File: src/deq_pkg.sv
// shared types and constants for the double-ended queue
package deq_pkg;

   localparam int DEPTH_DEFAULT      = 256;
   localparam int WORD_WIDTH_DEFAULT = 32;
   localparam int VALUE_WIDTH        = 32;
   localparam int RESULT_WIDTH       = 32;

   typedef enum logic [2:0] {
      MODE_PUSH_FRONT = 3'd0,
      MODE_PUSH_BACK  = 3'd1,
      MODE_POP_FRONT  = 3'd2,
      MODE_POP_BACK   = 3'd3,
      MODE_PEEK_FRONT = 3'd4,
      MODE_PEEK_BACK  = 3'd5,
      MODE_CLEAR      = 3'd6
   } mode_type;

   typedef enum logic [1:0] {
      STATUS_OK    = 2'd0,
      STATUS_EMPTY = 2'd1,
      STATUS_FULL  = 2'd2
   } status_type;

   typedef struct packed {
      logic [2:0]             mode;
      logic [VALUE_WIDTH-1:0] value;
   } req_type;

   typedef struct packed {
      logic [1:0]              status;
      logic [RESULT_WIDTH-1:0] word;
   } rsp_type;

   // response control handed from the pointer logic to the output stage
   typedef struct packed {
      logic       valid;
      status_type status;
      logic       word_sel;
   } rsp_ctl_type;

endpackage

File: src/deq_ctrl.sv
// front pointer, occupancy and request decode for the double-ended queue
module deq_ctrl import deq_pkg::*; #(
   parameter int DEPTH      = DEPTH_DEFAULT,
   parameter int WORD_WIDTH = WORD_WIDTH_DEFAULT,
   parameter int AW         = (DEPTH > 1) ? $clog2(DEPTH) : 1
) (
   input  logic                  clock,
   input  logic                  reset,
   input  logic                  accept,
   input  req_type               req,
   output logic                  mem_we,
   output logic                  mem_re,
   output logic [AW-1:0]         mem_addr,
   output logic [WORD_WIDTH-1:0] mem_wdata,
   output rsp_ctl_type           rsp_ctl
);

   localparam int CW = $clog2(DEPTH + 1);
   localparam int SW = CW + 1;
   localparam logic [AW-1:0] LAST   = AW'(DEPTH - 1);
   localparam logic [CW-1:0] FULL_N = CW'(DEPTH);
   localparam logic [SW-1:0] WRAP_N = SW'(DEPTH);

   logic [AW-1:0]   front_ff, front_in;
   logic [CW-1:0]   occ_ff, occ_in;
   rsp_ctl_type     rsp_ctl_ff, rsp_ctl_in;

   logic            empty, full;
   logic [AW-1:0]   front_dec, front_inc, tail_idx, back_idx;
   logic [SW-1:0]   tail_sum, back_sum, tail_wrap, back_wrap;
   logic [63:0]     value_wide;

   always_comb begin
      empty      = (occ_ff == '0);
      full       = (occ_ff == FULL_N);
      front_dec  = (front_ff == '0) ? LAST : front_ff - AW'(1);
      front_inc  = (front_ff == LAST) ? '0 : front_ff + AW'(1);
      // front + occupancy stays below twice the depth: one compare-subtract wraps it
      tail_sum   = SW'(front_ff) + SW'(occ_ff);
      tail_wrap  = (tail_sum >= WRAP_N) ? tail_sum - WRAP_N : tail_sum;
      tail_idx   = tail_wrap[AW-1:0];
      back_sum   = tail_sum - SW'(1);
      back_wrap  = (back_sum >= WRAP_N) ? back_sum - WRAP_N : back_sum;
      back_idx   = back_wrap[AW-1:0];
      value_wide = 64'(req.value);
   end

   always_comb begin
      front_in         = front_ff;
      occ_in           = occ_ff;
      mem_we           = 1'b0;
      mem_re           = 1'b0;
      mem_addr         = front_ff;
      mem_wdata        = value_wide[WORD_WIDTH-1:0];
      rsp_ctl_in       = '0;
      rsp_ctl_in.valid = accept;
      rsp_ctl_in.status = STATUS_OK;
      if (accept) begin
         unique case (req.mode) inside
            MODE_PUSH_FRONT: begin
               if (full) begin
                  rsp_ctl_in.status = STATUS_FULL;
               end else begin
                  mem_we   = 1'b1;
                  mem_addr = front_dec;
                  front_in = front_dec;
                  occ_in   = occ_ff + CW'(1);
               end
            end
            MODE_PUSH_BACK: begin
               if (full) begin
                  rsp_ctl_in.status = STATUS_FULL;
               end else begin
                  mem_we   = 1'b1;
                  mem_addr = tail_idx;
                  occ_in   = occ_ff + CW'(1);
               end
            end
            MODE_POP_FRONT, MODE_PEEK_FRONT: begin
               if (empty) begin
                  rsp_ctl_in.status = STATUS_EMPTY;
               end else begin
                  mem_re              = 1'b1;
                  mem_addr            = front_ff;
                  rsp_ctl_in.word_sel = 1'b1;
                  if (req.mode == MODE_POP_FRONT) begin
                     front_in = front_inc;
                     occ_in   = occ_ff - CW'(1);
                  end
               end
            end
            MODE_POP_BACK, MODE_PEEK_BACK: begin
               if (empty) begin
                  rsp_ctl_in.status = STATUS_EMPTY;
               end else begin
                  mem_re              = 1'b1;
                  mem_addr            = back_idx;
                  rsp_ctl_in.word_sel = 1'b1;
                  if (req.mode == MODE_POP_BACK) begin
                     occ_in = occ_ff - CW'(1);
                  end
               end
            end
            MODE_CLEAR: begin
               front_in = '0;
               occ_in   = '0;
            end
            default: begin
               // unused mode: answer ok, no change
            end
         endcase
      end
   end

   always_ff @(posedge clock) begin
      if (reset) begin
         front_ff   <= '0;
         occ_ff     <= '0;
         rsp_ctl_ff <= '0;
      end else begin
         front_ff   <= front_in;
         occ_ff     <= occ_in;
         rsp_ctl_ff <= rsp_ctl_in;
      end
   end

   assign rsp_ctl = rsp_ctl_ff;

endmodule

File: config.mk
export PLATFORM = sky130hd
export DESIGN_NAME = deq_ctrl
export DESIGN_NICKNAME = d
export VERILOG_FILES = /design/src/deq_pkg.sv /design/src/deq_ctrl.sv
export SDC_FILE = /design/constraint.sdc
export NUM_CORES = 1
export LEC_CHECK = 0
export BUFFER_PORTS_ARGS = -buffer_cell sky130_fd_sc_hd__clkbuf_2
export CORE_ASPECT_RATIO = 0.6
export CORE_MARGIN = 8
export CORE_UTILIZATION = 55
export CTS_BUF_LIST = sky130_fd_sc_hd__clkbuf_16
export DETAILED_ROUTE_END_ITERATION = 12
export GPL_TIMING_DRIVEN = 0
export HOLD_SLACK_MARGIN = 0.1
export PLACE_DENSITY_LB_ADDON = 0.15
export REMOVE_ABC_BUFFERS = 1
export SLEW_MARGIN = 25
export SYNTH_ARGS = -nofsm -noshare
export SYNTH_HDL_FRONTEND = slang
export SYNTH_SLANG_ARGS = --single-unit
File: constraint.sdc
create_clock -name clock -period 7.8 [get_ports clock]
set_input_delay 1.56 -clock clock [delete_from_list [all_inputs] [get_ports clock]]
set_output_delay 1.56 -clock clock [all_outputs]
set_load 0.1 [all_outputs]
After elaboration in Yosys (flattened, before gate mapping):

Cells that the tools add are included.

* add/sub/neg operators: 8
* $lt $le $gt $ge: 2
* bitwise operators: 1
* muxes and demuxes: 27
* equal/unequal tests: 13
* reduce and logical (&&, ||, !) cells: 12

Operator list (number)
* 8-bit 2-to-1 mux: 10
* 8-bit case mux with 3 select lines: 2
* 9-bit 2-to-1 mux: 5
* 9-bit case mux with 4 select lines: 1
* 8-bit by 1-bit subtractor with 8-bit output, second input constant: 3
* 10-bit by 9-bit >= comparator with 1-bit output, second input constant: 2
* 8-bit by 9-bit adder with 10-bit output: 1
* 2-bit inequality test, second input constant: 5
* 10-bit by 1-bit subtractor with 10-bit output, second input constant: 1
* 9-bit by 1-bit adder with 9-bit output, second input constant: 1
* 3-bit == test, second input constant: 3
* 9-bit == test, second input constant: 1
* 9-bit logical NOT: 1
* 9-bit by 1-bit subtractor with 9-bit output, second input constant: 1
* 8-bit by 1-bit adder with 8-bit output, second input constant: 1
* 8-bit == test, second input constant: 1
* 8-bit logical NOT: 1
* 2-bit OR reduction: 4
* 1-bit 2-to-1 mux: 7
* 7-bit AND reduction: 1
* 3-bit by 2-bit == test with 1-bit output, second input constant: 2
* 2-bit case mux with 2 select lines: 1
* 4-bit AND reduction: 1
* 4-bit nonzero test: 1
* other kinds (6): 6

* input port bits: 38
* output and inout port bits: 46
* flip-flop bits (word level): 21

Logic depth before layout (Yosys ltp):

* depth after elaboration: 7
* mapped depth: 11
* depth with buffers taken out: 10

Worst setup path before layout:

Ideal clock, no wire load.

* path kind: input port to output port
* start point: input req[34] (netlist name)
* end point: output mem_addr[0]
* cell stages on the path: 6
* arrival time: 4347 ps
* buffers on the path: 1
* slack: 1893 ps
* cell sequence: clkbuf_1 -> xor2_2 -> nand2_1 -> o21ai_0 -> a21oi_1 -> o22ai_1

* word-level cells in the longest chain between the ends: 4
* elaborated cells between the ends (all ways): 7
* those cells by class: 3 x eq/ne; 2 x mux; 2 x reduce/logical

Ends and longest elaborated chain
* start: declaration: RTL line deq_ctrl.sv:10 `input req_type req,`
* 3-bit by 2-bit == test with 1-bit output / 3-bit == test (equally long branches)
* 2-bit OR reduction: RTL line deq_ctrl.sv:59 `unique case (req.mode) inside`
* 8-bit case mux with 3 select lines (*): RTL line deq_ctrl.sv:59
* 8-bit 2-to-1 mux (*): RTL line deq_ctrl.sv:58 `if (accept) begin`
* end: declaration: RTL line deq_ctrl.sv:13 `output logic [AW-1:0] mem_addr,`

Every way passes the cells marked *; elsewhere a longest branch is shown, timed or not.

Final worst setup path:

* start point: input req[32] (netlist name)
* end point: output mem_addr[4]

Same word-level chain as after synthesis.

==> impl_results.md <==
* Status: completed
* Mean instance size in the synthesized netlist at 7.30 µm²
* RSZ-0062 raised after global routing: false
* Max Clk Rate at 172 MHz
* Final worst-path cycle share at 74.6%
* Pin count of the biggest net entering global routing at 24
* Final Skew at 0.00646 ns
* # fillers at 471
* Number of synthesized flops with an enable pin at 0
* Total detailed-routing wirelength at 8380 µm
* Remaining routing DRC violations at 0
* Initial antenna violation count at 0
* Routed WL per cell at 20.6 µm
* Total area of sequential cells at 420 µm²
* Placer Congestion at 0.929
* Total die area at 7480 µm²
* Startpoint-to-endpoint class of the critical path: in -> out
* Input/output buffers at 19
* Number of levels in the clock H-tree at 1
* I/O pin cnt at 84
* Unique masters post-synth at 71
* Wire length of the first global-routing pass at 13100 µm
* Synthesis warning total at 0
* Number of DRC violations after detailed-routing iteration 0 at 374
* Hold Slack at 0.586 ns
* Register bit total from synthesis at 21
* Total standard cell area after synthesis at 2700 µm²
* Sum of negative setup slack at 0 ns
* Number of endpoints failing setup at the final stage at 0
* Die width at 106 µm
* Overall via count from detail_route at 2674
* Sum of overflow across all layers after global routing at 0
* Clock sink count at 21
* Setup bufs post-CTS at 0
* Number of global-route vias before repair at 2453
* Critical Path Start Type: input pin
* Part of the Yosys area used for sequential elements at 15.6%
* Detailed Routing Iterations Pass 1 at 5
* Number of buffers created by CTS at 3
* Reg2reg path depth at 7
* DPL Wire Length at 6460 µm
* Maximum number of buffers from clock root to sink at 2
* Async set or reset register ratio after synthesis at 0%
* Cell count after synthesis at 370
* Static Leak at 1.07 nW
* CTS-repair resized insts at 0
* Hold Path Class: reg -> reg
* Shortest clock period the worst path allows after layout at 5.82 ns
* Fraction of final layout cells with drive strength greater than 1 at 11.4%
* Vias per Instance at 6.59
* Final Max Tran Viols at 0
* Antenna-violating nets left at 0
* Synth-to-layout area growth at -2.50%
* Commonest register cell after synthesis: dfxtp_1
* CTS tree: done
* Post-CTS Hold Fix Bufs at 0
* Worst VDD drop at 0.133 mV
* Power per cell area at 222 nW/µm²
* Clock-pin slew reported for the worst setup and hold paths after clock tree synthesis at 0.07 ns
* Critical path endpoint category: output port
* Arrival time of data at the critical path endpoint at 4.26 ns
* Root buffer cell: clkbuf_16
* GRT Overall Usage at 21.7%
* # Max-Cap Violations at 0
* Worst slew margin at 35.6%
* Critical path required time at 6.24 ns
* Fin util at 56.5%
* Clock latency of the later-clocked register in the worst-skew pair at 0.26 ns
* Core Rows at 19
* Die Height at 70.3 µm
* Standard cell core area at 4660 µm²
* Largest fanout of any net on the critical path at 16
* Worst Hold Depth at 2
* Net count of the finished layout at 402
* Multi-input gate area in the final layout at 1900 µm²
* Starting utilization of the core area at 57.9%
* N_diodes at 0
* Hold violation count in the final report at 0
* Slew at the pin closest to its max-slew limit at 0.956 ns
-- power by group --
part           switching, mW  internal, mW  total [mW]
combinational          0.222         0.110       0.331
clock                 0.0462        0.0696       0.116
sequential            0.0193         0.117       0.136
total                  0.287         0.296       0.583
-- layout by cell type, fill, tap and decap left out, types with 4 or more instances in the layout --
master     n
a21oi_1   22
a221oi_1   4
a22oi_1    6
and3_1     5
clkbuf_2  19
dfxtp_1   21
ha_1      18
inv_1     13
nand2_1   24
nand2b_1   5
nand3_1   12
nand4_1    4
nor2_1    43
nor2b_1    6
nor3_1    10
o21a_1     4
o21ai_0   23
o21ai_1    5
o22ai_1    5
or3_1      4
xnor2_1    8
xor2_1     7
-- flip-flops by register name, summed over array words and instances, names as in the netlist --
name	count
front_ff	8
rsp_ctl	4
occ_ff	9
-- cell families after synthesis --
logic type / count (synthesis) / share of synthesized area [%]
adder cells (fa/ha/maj): 21 / 10.2
AND/OR/NAND/NOR: 138 / 26.9
XOR/XNOR: 16 / 5.47
multiplexers: 3 / 1.11
AO/OA/AOI/OAI: 107 / 26.8
buffers and inverters: 64 / 13.9
flip-flops: 21 / 15.6
-- synthesized netlist by cell type (all sizes together) (3+ instances only) --
cell type	number	area [µm²]
o211ai	3	22.5
and2	3	18.8
o22ai	5	31.3
a22oi	6	45.0
nor3	10	50.1
clkbuf	12	45.0
a311oi	3	26.3
nand3	12	60.1
nor4	3	18.8
or3	4	25.0
dfxtp	21	420
nor4b	4	41.3
nand4	4	25.0
a21oi	25	136
buf	38	279
inv	14	52.6
nand2	24	90.1
nor2	43	161
and3	6	38.8
or3b	4	35.0
mux2i	3	30.0
a221oi	4	35.0
xor2	8	77.6
o21ai	28	140
o21a	5	38.8
ha	18	225
a211oi	4	35.0
nand2b	5	31.3
nor2b	6	37.5
xnor2	8	70.1
-- per-layer routing --
metal | vias up | wire length [µm] | global-route usage [%]
li1 | 1270 | - | -
met1 | 1220 | 4150 | 33.0
met2 | 176 | 2950 | 26.5
met3 | 8 | 1250 | 10.4
met4 | 0 | 26 | 0.930
met5 | - | 0 | 3.57
-- path summary, 6_finish.rpt --
path / from / endpoint / slack (ns)
setup / recovery: req[32] / mem_addr[4] / 1.98
hold / removal: occ_ff[0]$_SDFFE_PP0P_ / occ_ff[0]$_SDFFE_PP0P_ / 0.59
setup reg to reg: occ_ff[3]$_SDFFE_PP0P_ / front_ff[2]$_SDFFE_PP0P_ / 5.15
hold reg to reg: occ_ff[0]$_SDFFE_PP0P_ / occ_ff[0]$_SDFFE_PP0P_ / 0.59
-- area by class of cell --
cell class | count | share of cell area (%)
clock buffers | 3 | 2.85
multi-input cells | 285 | 72.3
flip-flops and latches | 21 | 16.0
repair buffers | 19 | 3.61
well taps | 63 | 2.99
clock inverters | 1 | 0.285
inverters | 14 | 2.00
-- per-stage QoR --
step / area [µm²] / setup slack (ns) / power, mW / cells
after global routing: 2630 / 1.96 / 0.616 / 406
after CTS: 2630 / 2.14 / 0.577 / 406
after floorplan: 2380 / 2.20 / 0.392 / 320
after global placement: 2550 / 2.14 / 0.455 / 402
after detailed placement: 2550 / 2.14 / 0.461 / 402
final: 2630 / 1.98 / 0.583 / 406
-- critical path: stages --
cell      delay [ns]
clkbuf_2        0.30
inv_2           0.17
maj3_1          0.40
nor2b_1         0.42
o21ai_0         0.49
a221o_2         0.53
clkbuf_2        0.38
Note: power is estimated with default switching activity, not from simulation.
